$ cat src/rtl/command_retry_ack_tracker_macros.svh
// Assertion helpers shared by the tracker RTL.
// Both expect clk_i and rst_ni in scope.
`ifndef COMMAND_RETRY_ACK_TRACKER_MACROS_SVH
`define COMMAND_RETRY_ACK_TRACKER_MACROS_SVH

// same-cycle implication
`define CRAT_ASSERT_NOW(lbl, ante, cons) \
  lbl: assert property (@(posedge clk_i) disable iff (!rst_ni) (ante) |-> (cons)) \
    else $error("crat: same-cycle check failed");

// next-cycle implication
`define CRAT_ASSERT_NEXT(lbl, ante, cons) \
  lbl: assert property (@(posedge clk_i) disable iff (!rst_ni) (ante) |=> (cons)) \
    else $error("crat: next-cycle check failed");

`endif

$ cat src/rtl/crat_pkg.sv
`timescale 1ns / 1ps
`default_nettype none

package crat_pkg;

  localparam int unsigned TimeW  = 32;
  localparam int unsigned SeqW   = 8;
  localparam int unsigned RetryW = 4;
  localparam int unsigned MsW    = 16;
  localparam int unsigned CodeW  = 8;
  localparam int unsigned CntW   = 32;
  localparam int unsigned CfgIdxW  = 3;
  localparam int unsigned CfgDataW = 16;

  localparam logic [MsW-1:0]    CommandPeriodRst = 16'd2000;
  localparam logic [MsW-1:0]    RetryIntervalRst = 16'd100;
  localparam logic [RetryW-1:0] MaxRetriesRst    = 4'd2;
  localparam logic [MsW-1:0]    PulseLengthRst   = 16'd150;
  localparam logic [CodeW-1:0]  CommandCodeRst   = 8'h01;

  typedef enum logic [CfgIdxW-1:0] {
    REG_COMMAND_PERIOD = 3'd0,
    REG_RETRY_INTERVAL = 3'd1,
    REG_MAX_RETRIES    = 3'd2,
    REG_PULSE_LENGTH   = 3'd3,
    REG_COMMAND_CODE   = 3'd4
  } reg_idx_e;

  typedef struct packed {
    logic [TimeW-1:0] now_ms;
    logic             ack_valid;
    logic             ack_for_command;
    logic [SeqW-1:0]  ack_seq;
    logic [7:0]       ack_status;
    logic             tx_ready;
  } in_t;

  typedef struct packed {
    logic             send_valid;
    logic             send_is_retry;
    logic [SeqW-1:0]  send_seq;
    logic             send_mode;
    logic [CodeW-1:0] send_code;
    logic             pending_out;
    logic             activity_on;
    logic [CntW-1:0]  successes;
    logic [CntW-1:0]  timeouts;
  } out_t;

  typedef struct packed {
    logic [CfgIdxW-1:0]  index;
    logic [CfgDataW-1:0] wdata;
  } cfg_wr_t;

  typedef struct packed {
    logic [MsW-1:0]    command_period_ms;
    logic [MsW-1:0]    retry_interval_ms;
    logic [RetryW-1:0] max_retries;
    logic [MsW-1:0]    pulse_length_ms;
    logic [CodeW-1:0]  command_code;
  } cfg_regs_t;

endpackage

`default_nettype wire

$ cat src/rtl/crat_if.sv
`timescale 1ns / 1ps
`default_nettype none

interface crat_poll_if;
  logic           valid;
  logic           ready;
  crat_pkg::in_t  data;
  modport source (output valid, output data, input ready);
  modport sink (input valid, input data, output ready);
endinterface

interface crat_res_if;
  logic           valid;
  logic           ready;
  crat_pkg::out_t data;
  modport source (output valid, output data, input ready);
  modport sink (input valid, input data, output ready);
endinterface

interface crat_cfg_if;
  logic              valid;
  logic              ready;
  crat_pkg::cfg_wr_t data;
  modport source (output valid, output data, input ready);
  modport sink (input valid, input data, output ready);
endinterface

`default_nettype wire

$ cat src/rtl/crat_cfg_regs.sv
`timescale 1ns / 1ps
`default_nettype none

module crat_cfg_regs (
  input  logic                clk_i,
  input  logic                rst_ni,
  crat_cfg_if.sink            cfg_i,
  output crat_pkg::cfg_regs_t regs_o
);
  import crat_pkg::*;

  cfg_regs_t regs_q, regs_d;

  assign cfg_i.ready = 1'b1;

  always_comb begin
    regs_d = regs_q;
    if (cfg_i.valid) begin
      case (reg_idx_e'(cfg_i.data.index))
        REG_COMMAND_PERIOD: regs_d.command_period_ms = cfg_i.data.wdata;
        REG_RETRY_INTERVAL: regs_d.retry_interval_ms = cfg_i.data.wdata;
        REG_MAX_RETRIES:    regs_d.max_retries = cfg_i.data.wdata[RetryW-1:0];
        REG_PULSE_LENGTH:   regs_d.pulse_length_ms = cfg_i.data.wdata;
        REG_COMMAND_CODE:   regs_d.command_code = cfg_i.data.wdata[CodeW-1:0];
        default: ; // drop writes past the register list
      endcase
    end
  end

  always_ff @(posedge clk_i or negedge rst_ni) begin
    if (!rst_ni) begin
      regs_q.command_period_ms <= CommandPeriodRst;
      regs_q.retry_interval_ms <= RetryIntervalRst;
      regs_q.max_retries       <= MaxRetriesRst;
      regs_q.pulse_length_ms   <= PulseLengthRst;
      regs_q.command_code      <= CommandCodeRst;
    end else begin
      regs_q <= regs_d;
    end
  end

  assign regs_o = regs_q;

endmodule

`default_nettype wire

$ cat src/rtl/crat_in_stage.sv
`timescale 1ns / 1ps
`default_nettype none

module crat_in_stage (
  input  logic          clk_i,
  input  logic          rst_ni,
  crat_poll_if.sink     poll_i,
  output logic          item_valid_o,
  output crat_pkg::in_t item_o,
  input  logic          item_ready_i
);
  import crat_pkg::*;

  logic valid_q, valid_d;
  in_t  data_q;
  logic take;

  // accept when empty or when the held transaction moves on this cycle
  assign poll_i.ready = !valid_q || item_ready_i;
  assign take = poll_i.valid && poll_i.ready;

  always_comb begin
    valid_d = valid_q;
    if (take) begin
      valid_d = 1'b1;
    end else if (item_ready_i) begin
      valid_d = 1'b0;
    end
  end

  always_ff @(posedge clk_i or negedge rst_ni) begin
    if (!rst_ni) begin
      valid_q <= 1'b0;
    end else begin
      valid_q <= valid_d;
    end
  end

  always_ff @(posedge clk_i) begin
    if (take) begin
      data_q <= poll_i.data;
    end
  end

  assign item_valid_o = valid_q;
  assign item_o       = data_q;

endmodule

`default_nettype wire

$ cat src/rtl/crat_engine.sv
`timescale 1ns / 1ps
`default_nettype none
`include "command_retry_ack_tracker_macros.svh"

module crat_engine (
  input  logic                clk_i,
  input  logic                rst_ni,
  input  crat_pkg::cfg_regs_t cfg_i,
  input  logic                item_valid_i,
  input  crat_pkg::in_t       item_i,
  output logic                item_ready_o,
  crat_res_if.source          result_o
);
  import crat_pkg::*;

  logic              pending_q, pending_d;
  logic [RetryW-1:0] retry_count_q, retry_count_d;
  logic [SeqW-1:0]   next_seq_q, next_seq_d;
  logic [SeqW-1:0]   pending_seq_q, pending_seq_d;
  logic              mode_q, mode_d;
  logic [TimeW-1:0]  last_send_q, last_send_d;
  logic [TimeW-1:0]  pulse_until_q, pulse_until_d;
  logic [CntW-1:0]   success_total_q, success_total_d;
  logic [CntW-1:0]   timeout_total_q, timeout_total_d;
  logic              out_valid_q, out_valid_d;
  out_t              out_q, res_d;

  logic             fire;
  logic             ack_match;
  logic             pend_after_ack;
  logic [TimeW-1:0] elapsed;
  logic [TimeW-1:0] pulse_left;
  logic             send_new;
  logic             retry_due;
  logic             give_up;

  assign item_ready_o = !out_valid_q || result_o.ready;
  assign fire = item_valid_i && item_ready_o;

  assign ack_match = item_i.ack_valid && pending_q && item_i.ack_for_command &&
                     (item_i.ack_seq == pending_seq_q) && (item_i.ack_status == 8'd0);
  assign pend_after_ack = pending_q && !ack_match;
  assign elapsed   = item_i.now_ms - last_send_q;
  assign send_new  = !pend_after_ack && (elapsed >= {16'd0, cfg_i.command_period_ms});
  assign retry_due = pend_after_ack && (elapsed >= {16'd0, cfg_i.retry_interval_ms});
  assign give_up   = retry_due && !(retry_count_q < cfg_i.max_retries);

  always_comb begin
    pending_d       = pend_after_ack;
    retry_count_d   = retry_count_q;
    next_seq_d      = next_seq_q;
    pending_seq_d   = pending_seq_q;
    mode_d          = mode_q ^ ack_match;
    last_send_d     = last_send_q;
    pulse_until_d   = pulse_until_q;
    success_total_d = success_total_q;
    timeout_total_d = timeout_total_q;
    res_d           = '0;

    if (ack_match) begin
      success_total_d = success_total_q + 32'd1;
      pulse_until_d   = item_i.now_ms + {16'd0, cfg_i.pulse_length_ms};
    end

    if (send_new) begin
      // the sequence number is consumed even when the transmitter refuses
      pending_seq_d = next_seq_q;
      next_seq_d    = next_seq_q + 8'd1;
      if (item_i.tx_ready) begin
        res_d.send_valid = 1'b1;
        res_d.send_seq   = next_seq_q;
        res_d.send_mode  = mode_d;
        res_d.send_code  = cfg_i.command_code;
        pending_d        = 1'b1;
        retry_count_d    = '0;
        last_send_d      = item_i.now_ms;
      end
    end else if (retry_due) begin
      last_send_d = item_i.now_ms;
      if (give_up) begin
        pending_d       = 1'b0;
        timeout_total_d = timeout_total_q + 32'd1;
      end else begin
        retry_count_d = retry_count_q + 4'd1;
        if (item_i.tx_ready) begin
          res_d.send_valid    = 1'b1;
          res_d.send_is_retry = 1'b1;
          res_d.send_seq      = pending_seq_q;
          res_d.send_mode     = mode_d;
          res_d.send_code     = cfg_i.command_code;
        end
      end
    end

    pulse_left        = pulse_until_d - item_i.now_ms;
    res_d.pending_out = pending_d;
    res_d.activity_on = (pulse_left != '0) && !pulse_left[TimeW-1];
    res_d.successes   = success_total_d;
    res_d.timeouts    = timeout_total_d;
  end

  always_comb begin
    out_valid_d = out_valid_q;
    if (fire) begin
      out_valid_d = 1'b1;
    end else if (result_o.ready) begin
      out_valid_d = 1'b0;
    end
  end

  always_ff @(posedge clk_i or negedge rst_ni) begin
    if (!rst_ni) begin
      pending_q       <= 1'b0;
      retry_count_q   <= '0;
      next_seq_q      <= '0;
      pending_seq_q   <= '0;
      mode_q          <= 1'b0;
      last_send_q     <= '0;
      pulse_until_q   <= '0;
      success_total_q <= '0;
      timeout_total_q <= '0;
      out_valid_q     <= 1'b0;
    end else begin
      out_valid_q <= out_valid_d;
      // advance state only with an accepted transaction
      if (fire) begin
        pending_q       <= pending_d;
        retry_count_q   <= retry_count_d;
        next_seq_q      <= next_seq_d;
        pending_seq_q   <= pending_seq_d;
        mode_q          <= mode_d;
        last_send_q     <= last_send_d;
        pulse_until_q   <= pulse_until_d;
        success_total_q <= success_total_d;
        timeout_total_q <= timeout_total_d;
      end
    end
  end

  always_ff @(posedge clk_i) begin
    if (fire) begin
      out_q <= res_d;
    end
  end

  assign result_o.valid = out_valid_q;
  assign result_o.data  = out_q;

  `CRAT_ASSERT_NEXT(a_new_send_sets_pending, fire && send_new && item_i.tx_ready, pending_q)
  `CRAT_ASSERT_NEXT(a_success_only_on_match, !(fire && ack_match), $stable(success_total_q))
  `CRAT_ASSERT_NEXT(a_seq_only_on_new, !(fire && send_new), $stable(next_seq_q))
  `CRAT_ASSERT_NEXT(a_give_up_clears, fire && give_up,
                    !pending_q && out_valid_q && !out_q.pending_out)
  `CRAT_ASSERT_NOW(a_give_up_needs_pending, give_up, pending_q && !send_new)

endmodule

`default_nettype wire

$ cat src/rtl/command_retry_ack_tracker.sv
// Stop-and-wait command sender with retry and acknowledge tracking.
// poll_i carries one poll per transaction: the millisecond time, an optional
// acknowledge and the transmitter's readiness. result_o returns exactly one
// result per poll: the command frame to send (if any), the pending flag, the
// activity pulse and the success and timeout counters.
// cfg_i writes the five setup registers by index; it is always ready and is
// meant to be written while no poll is in flight. Writes past index 4 drop.
// A poll is registered in the input stage on accept; the engine computes its
// result from that register and registers it in the result register, which
// drives result_o.
// Throughput: one poll per cycle while result_o is ready; the whole state
// update is one short compare/add path from input to result register.
// A stalled result_o holds its result; the input register keeps accepting
// until both stages are full, then poll_i.ready drops.
// Reset (rst_ni low, asynchronous) clears all state and counters, restores
// the register defaults (2000, 100, 2, 150, 0x01) and empties both stages.
`timescale 1ns / 1ps
`default_nettype none

module command_retry_ack_tracker (
  input  logic       clk_i,
  input  logic       rst_ni,
  crat_poll_if.sink  poll_i,
  crat_res_if.source result_o,
  crat_cfg_if.sink   cfg_i
);
  import crat_pkg::*;

  cfg_regs_t regs;
  logic      item_valid;
  logic      item_ready;
  in_t       item;

  crat_cfg_regs u_cfg_regs (
    .clk_i  (clk_i),
    .rst_ni (rst_ni),
    .cfg_i  (cfg_i),
    .regs_o (regs)
  );

  crat_in_stage u_in_stage (
    .clk_i        (clk_i),
    .rst_ni       (rst_ni),
    .poll_i       (poll_i),
    .item_valid_o (item_valid),
    .item_o       (item),
    .item_ready_i (item_ready)
  );

  crat_engine u_engine (
    .clk_i        (clk_i),
    .rst_ni       (rst_ni),
    .cfg_i        (regs),
    .item_valid_i (item_valid),
    .item_i       (item),
    .item_ready_o (item_ready),
    .result_o     (result_o)
  );

endmodule

`default_nettype wire
$ cat src/flat_wrapper.sv
// flat-port wrapper written by rule: the top's interface ports become plain ports
module command_retry_ack_tracker_flat import crat_pkg::*;
  (clk_i, rst_ni, poll_i_valid, poll_i_data, poll_i_ready, result_o_valid, result_o_data, result_o_ready, cfg_i_valid, cfg_i_data, cfg_i_ready);
  crat_poll_if poll_i_i ();
  crat_res_if result_o_i ();
  crat_cfg_if cfg_i_i ();
  input  logic clk_i;
  input  logic rst_ni;
  input wire logic [$bits(poll_i_i.valid)-1:0] poll_i_valid;
  input wire logic [$bits(poll_i_i.data)-1:0] poll_i_data;
  output wire logic [$bits(poll_i_i.ready)-1:0] poll_i_ready;
  output wire logic [$bits(result_o_i.valid)-1:0] result_o_valid;
  output wire logic [$bits(result_o_i.data)-1:0] result_o_data;
  input wire logic [$bits(result_o_i.ready)-1:0] result_o_ready;
  input wire logic [$bits(cfg_i_i.valid)-1:0] cfg_i_valid;
  input wire logic [$bits(cfg_i_i.data)-1:0] cfg_i_data;
  output wire logic [$bits(cfg_i_i.ready)-1:0] cfg_i_ready;
  assign poll_i_i.valid = poll_i_valid;
  assign poll_i_i.data = poll_i_data;
  assign poll_i_ready = poll_i_i.ready;
  assign result_o_valid = result_o_i.valid;
  assign result_o_data = result_o_i.data;
  assign result_o_i.ready = result_o_ready;
  assign cfg_i_i.valid = cfg_i_valid;
  assign cfg_i_i.data = cfg_i_data;
  assign cfg_i_ready = cfg_i_i.ready;
  command_retry_ack_tracker u_core (.clk_i(clk_i), .rst_ni(rst_ni), .poll_i(poll_i_i), .result_o(result_o_i), .cfg_i(cfg_i_i));
endmodule
$ cat config.mk
export PLATFORM = sky130hd
export DESIGN_NAME = command_retry_ack_tracker_flat
export DESIGN_NICKNAME = d
export VERILOG_FILES = /design/src/rtl/crat_pkg.sv /design/src/rtl/crat_if.sv /design/src/rtl/crat_cfg_regs.sv /design/src/rtl/crat_in_stage.sv /design/src/rtl/crat_engine.sv /design/src/rtl/command_retry_ack_tracker.sv /design/src/flat_wrapper.sv
export VERILOG_INCLUDE_DIRS = /design/src /design/src/rtl
export SDC_FILE = /design/constraint.sdc
export NUM_CORES = 1
export LEC_CHECK = 0
export ABC_AREA = 1
export BUFFER_PORTS_ARGS = -buffer_cell sky130_fd_sc_hd__buf_2
export CAP_MARGIN = 20
export CORE_ASPECT_RATIO = 0.5
export CORE_UTILIZATION = 55
export CTS_BUF_LIST = sky130_fd_sc_hd__clkbuf_8
export CTS_CLUSTER_DIAMETER = 60
export DETAILED_ROUTE_END_ITERATION = 8
export PLACE_DENSITY = 0.77
export SETUP_SLACK_MARGIN = 0.15
export SYNTH_ARGS = -nofsm -noshare
export SYNTH_HDL_FRONTEND = slang
export SYNTH_HIERARCHICAL = 1
export SYNTH_SLANG_ARGS = --single-unit
$ cat constraint.sdc
create_clock -name clk_i -period 4.2 [get_ports clk_i]
set_input_delay 0.84 -clock clk_i [delete_from_list [all_inputs] [get_ports clk_i]]
set_output_delay 0.84 -clock clk_i [all_outputs]
set_load 0.02 [all_outputs]
==> reports/results.txt <==
Global-route wire length before repair -> 94660 µm
# clock sinks -> 348
Crit path time final -> 4.175 ns
Worst vdd rail ir drop -> 304.5 µV
Non-Filler Instances -> 3792
PortBufs -> 161
Status -> finished, final reports clean
Post-synthesis cell type count -> 54
Register area share after synthesis -> 42.12%
Dominant synthesized flop cell -> dfrtp_1
Critical Path Start Type -> flop
Cells after DPL -> 3673
Hold Crit Class -> in -> async
Crit path DAT -> 4.54 ns
Antenna-violating nets left -> 0
Clk slew on worst S/H paths -> 0.07 ns
Fin crit share -> 99.41%
H-tree depth -> 2
CORE AREA -> 39440 µm²
Fillers -> 3210
Comb power frac -> 46.6%
Count leader, synth -> nand2_1
Switching power -> 6.214 mW
Via-to-Cell Ratio -> 5.389
Worst clock skew -> 0.04946 ns
Number of global-route vias before repair -> 18880
Pre-CTS WS -> -0.07332 ns
WP data required -> 4.57 ns
Post-Syn Instances -> 2912
Gpl congestion -> 0.9720
Hold_ws -> 0.2506 ns
Register area -> 9408 µm²
EDFF count, synth -> 136
Total GRT Usage -> 28.67%
Nets -> 3414
Area added between synthesis and finish -> 20.08%
Most used cell, CP -> nand2_1
Slew @ Worst Pin -> 0.8423 ns
TritonCTS clock tree -> yes
Reg power frac -> 32.2%
Grt ovf -> 0
Power Density -> 554.6 nW/µm²
Std-Cell Rows -> 51
1st-iter DRT viols -> 1816
Slowest stage delay, CP -> 0.57 ns
Area of the multi-input gates -> 11770 µm²
Highest net fanout along the worst path -> 4
Clock share of power -> 21.3%
Synth top cells by count -> 924 x nand2_1, 415 x inv_1, 212 x nand3_1
Largest net degree at the start of global routing -> 102
Dominant cells by area after synthesis -> dfrtp_1 22%, edfxtp_1 18%, nand2_1 16%
Highest clock rate -> 239.5 MHz
Layout cell share with drive strength beyond 1 -> 20.20%
Endpoints failing setup -> 0
# IOs -> 163
Post-synth top area share -> 22.07%
Synth Net Count -> 3107
Max-cap violations -> 0
Avg Synthesized Cell Area -> 7.670 µm²
Horiz. Die Dim -> 287.0 µm
Routed WL -> 62370 µm
Crit. End Element -> flop
Hpwl dp -> 45190 µm
Die height -> 144.5 µm
FF+latch count, synth -> 348
Drt drc -> 0
Area leader, netlist -> dfrtp_1
Leak Pwr -> 13.31 nW
Router iterations before antenna repair -> 9
Clock Tree Root -> clkbuf_8
RSZ-0062 raised after global routing -> true
Internal power -> 8.662 mW
Sw frac -> 41.77%
DIE AREA -> 41470 µm²
Worst relative slew slack -> 43.33%
Average wire per standard cell -> 16.45 µm
Final hold violations -> 0
Initial core utilization -> 56.64%
Hold Buf Count CTS -> 0
Setup CP Type -> reg -> reg
Clk_lat worst skew -> 0.62 ns
Mapped Area -> 22340 µm²
Yosys warning count -> 6
Final worst setup slack -> 0.02491 ns
Via count -> 20430
Slew Viols, Final -> 0
Pwr Total -> 14.88 mW
Number of antenna violations at the first check in global routing -> 0
Clk buf depth -> 3
CTS buffer count -> 52
Asr flop ratio synth -> 60.92%
Antenna cell count -> 0
Crit-path slowest cell -> dfstp_2
-- worst max-delay path: cells and delay by family, from the launching register on --
kind | cells | cell delay (ns)
buf+inv | 3 | 0.28
flops | 1 | 0.57
compound gates | 7 | 1.22
xor+xnor | 1 | 0.15
mux | 1 | 0.11
fa+ha+maj | 2 | 0.57
simple gates | 11 | 1.00
-- layer usage --
layer  share of wire, %  global-route usage (%)
met5                  0                       0
met1                 44                   39.46
met4                2.1                   6.635
met2                 47                   47.31
met3                7.2                   5.000
-- timing repair --
| item | CTS | global route |
|---|---|---|
| resized for setup | 23 | 172 |
| setup endpoints to repair | 47 | 119 |
| buffers inserted | 0 | 17 |
| hold endpoints to repair | 0 | 0 |
| cloned | 0 | 5 |
| pin swaps | 5 | 54 |
-- layout make-up --
| class | instances | share of cell area [%] |
|---|---|---|
| clock inverters | 40 | 1.460 |
| multi-input cells | 2065 | 43.90 |
| well taps | 530 | 2.472 |
| flip-flops and latches | 348 | 35.07 |
| inverters | 440 | 6.186 |
| repair buffers | 312 | 7.986 |
| clock buffers | 57 | 2.925 |
-- sequential cells by signal (all words and copies together) (netlist names) --
name and flops:
u_core/u_cfg_regs/regs_o 60, u_core/u_engine/last_send_q 32, u_core/u_engine/mode_q 1, u_core/u_engine/next_seq_q 8
u_core/u_engine/pending_q 1, u_core/u_engine/pending_seq_q 8, u_core/u_engine/pulse_until_q 32, u_core/u_engine/result_o.data 85
u_core/u_engine/result_o.valid 1, u_core/u_engine/retry_count_q 4, u_core/u_engine/success_total_q 32, u_core/u_engine/timeout_total_q 32
u_core/u_in_stage/item_o 51, u_core/u_in_stage/item_valid_o 1
-- power by group through the flow --
stage,logic (mW),registers (mW),clock network (mW)
global placement,5.94,4.79,0
detailed placement,6.10,4.81,0
finish,6.93,4.79,3.16
CTS,6.19,4.76,3.21
floorplan,4.25,4.90,0
global route,7.71,4.86,3.35
-- cells by family (layout without fill, tap and decap cells) --
logic type               Yosys count  count (layout)  share of synthesized area (%)
other                              1               1                        0.01679
AO/OA/AOI/OAI                    295             295                          7.450
flip-flops                       348             348                          42.12
multiplexers                       6               6                         0.2689
AND/OR/NAND/NOR                 1528            1530                          29.73
adder cells (fa/ha/maj)          120             120                          6.823
XOR/XNOR                         113             113                          4.431
buffers and inverters            501             849                          9.159
-- layout by cell type, fill, tap and decap left out, types with 57 or more instances in the layout --
master and instances:
a21oi_1 78, buf_2 160, buf_4 134, clkbuf_8 57, dfrtp_1 197, edfxtp_1 136, ha_1 86, inv_1 418
nand2_1 900, nand3_1 197, nor2_1 143, o21ai_0 107, xor2_1 79
-- per-stage QoR --
| step | area [µm²] | TNS, ns | utilization, % |
|---|---|---|---|
| 6_report | 26820 | 0 | 68.02 |
| 5_1_grt | 26820 | -0.1991 | 68.02 |
| 4_1_cts | 25800 | 0 | 65.42 |
| 3_5_place_dp | 24540 | -0.07332 | 62.22 |
| 3_3_place_gp | 24540 | 0 | 62.22 |
| 2_1_floorplan | 22340 | 0 | - |
-- worst paths after layout --
check / slack (ns) / cells after the start / start / to
min: 0.25 / 1 / rst_ni / u_core/u_cfg_regs/regs_o[40]
min in group clk_i: 0.40 / 1 / poll_i_data[19] / u_core/u_in_stage/item_o[19]
max in group asynchronous: 2.91 / 2 / rst_ni / u_core/u_engine/success_total_q[25]
max reg2reg: 0.02 / 25 / u_core/u_cfg_regs/regs_o[12] / u_core/u_engine/result_o.data[64]
min reg2reg: 0.46 / 2 / u_core/u_cfg_regs/regs_o[52] / u_core/u_cfg_regs/regs_o[52]
max: 0.02 / 25 / u_core/u_cfg_regs/regs_o[12] / u_core/u_engine/result_o.data[64]
(Power assumes the default switching activity.)
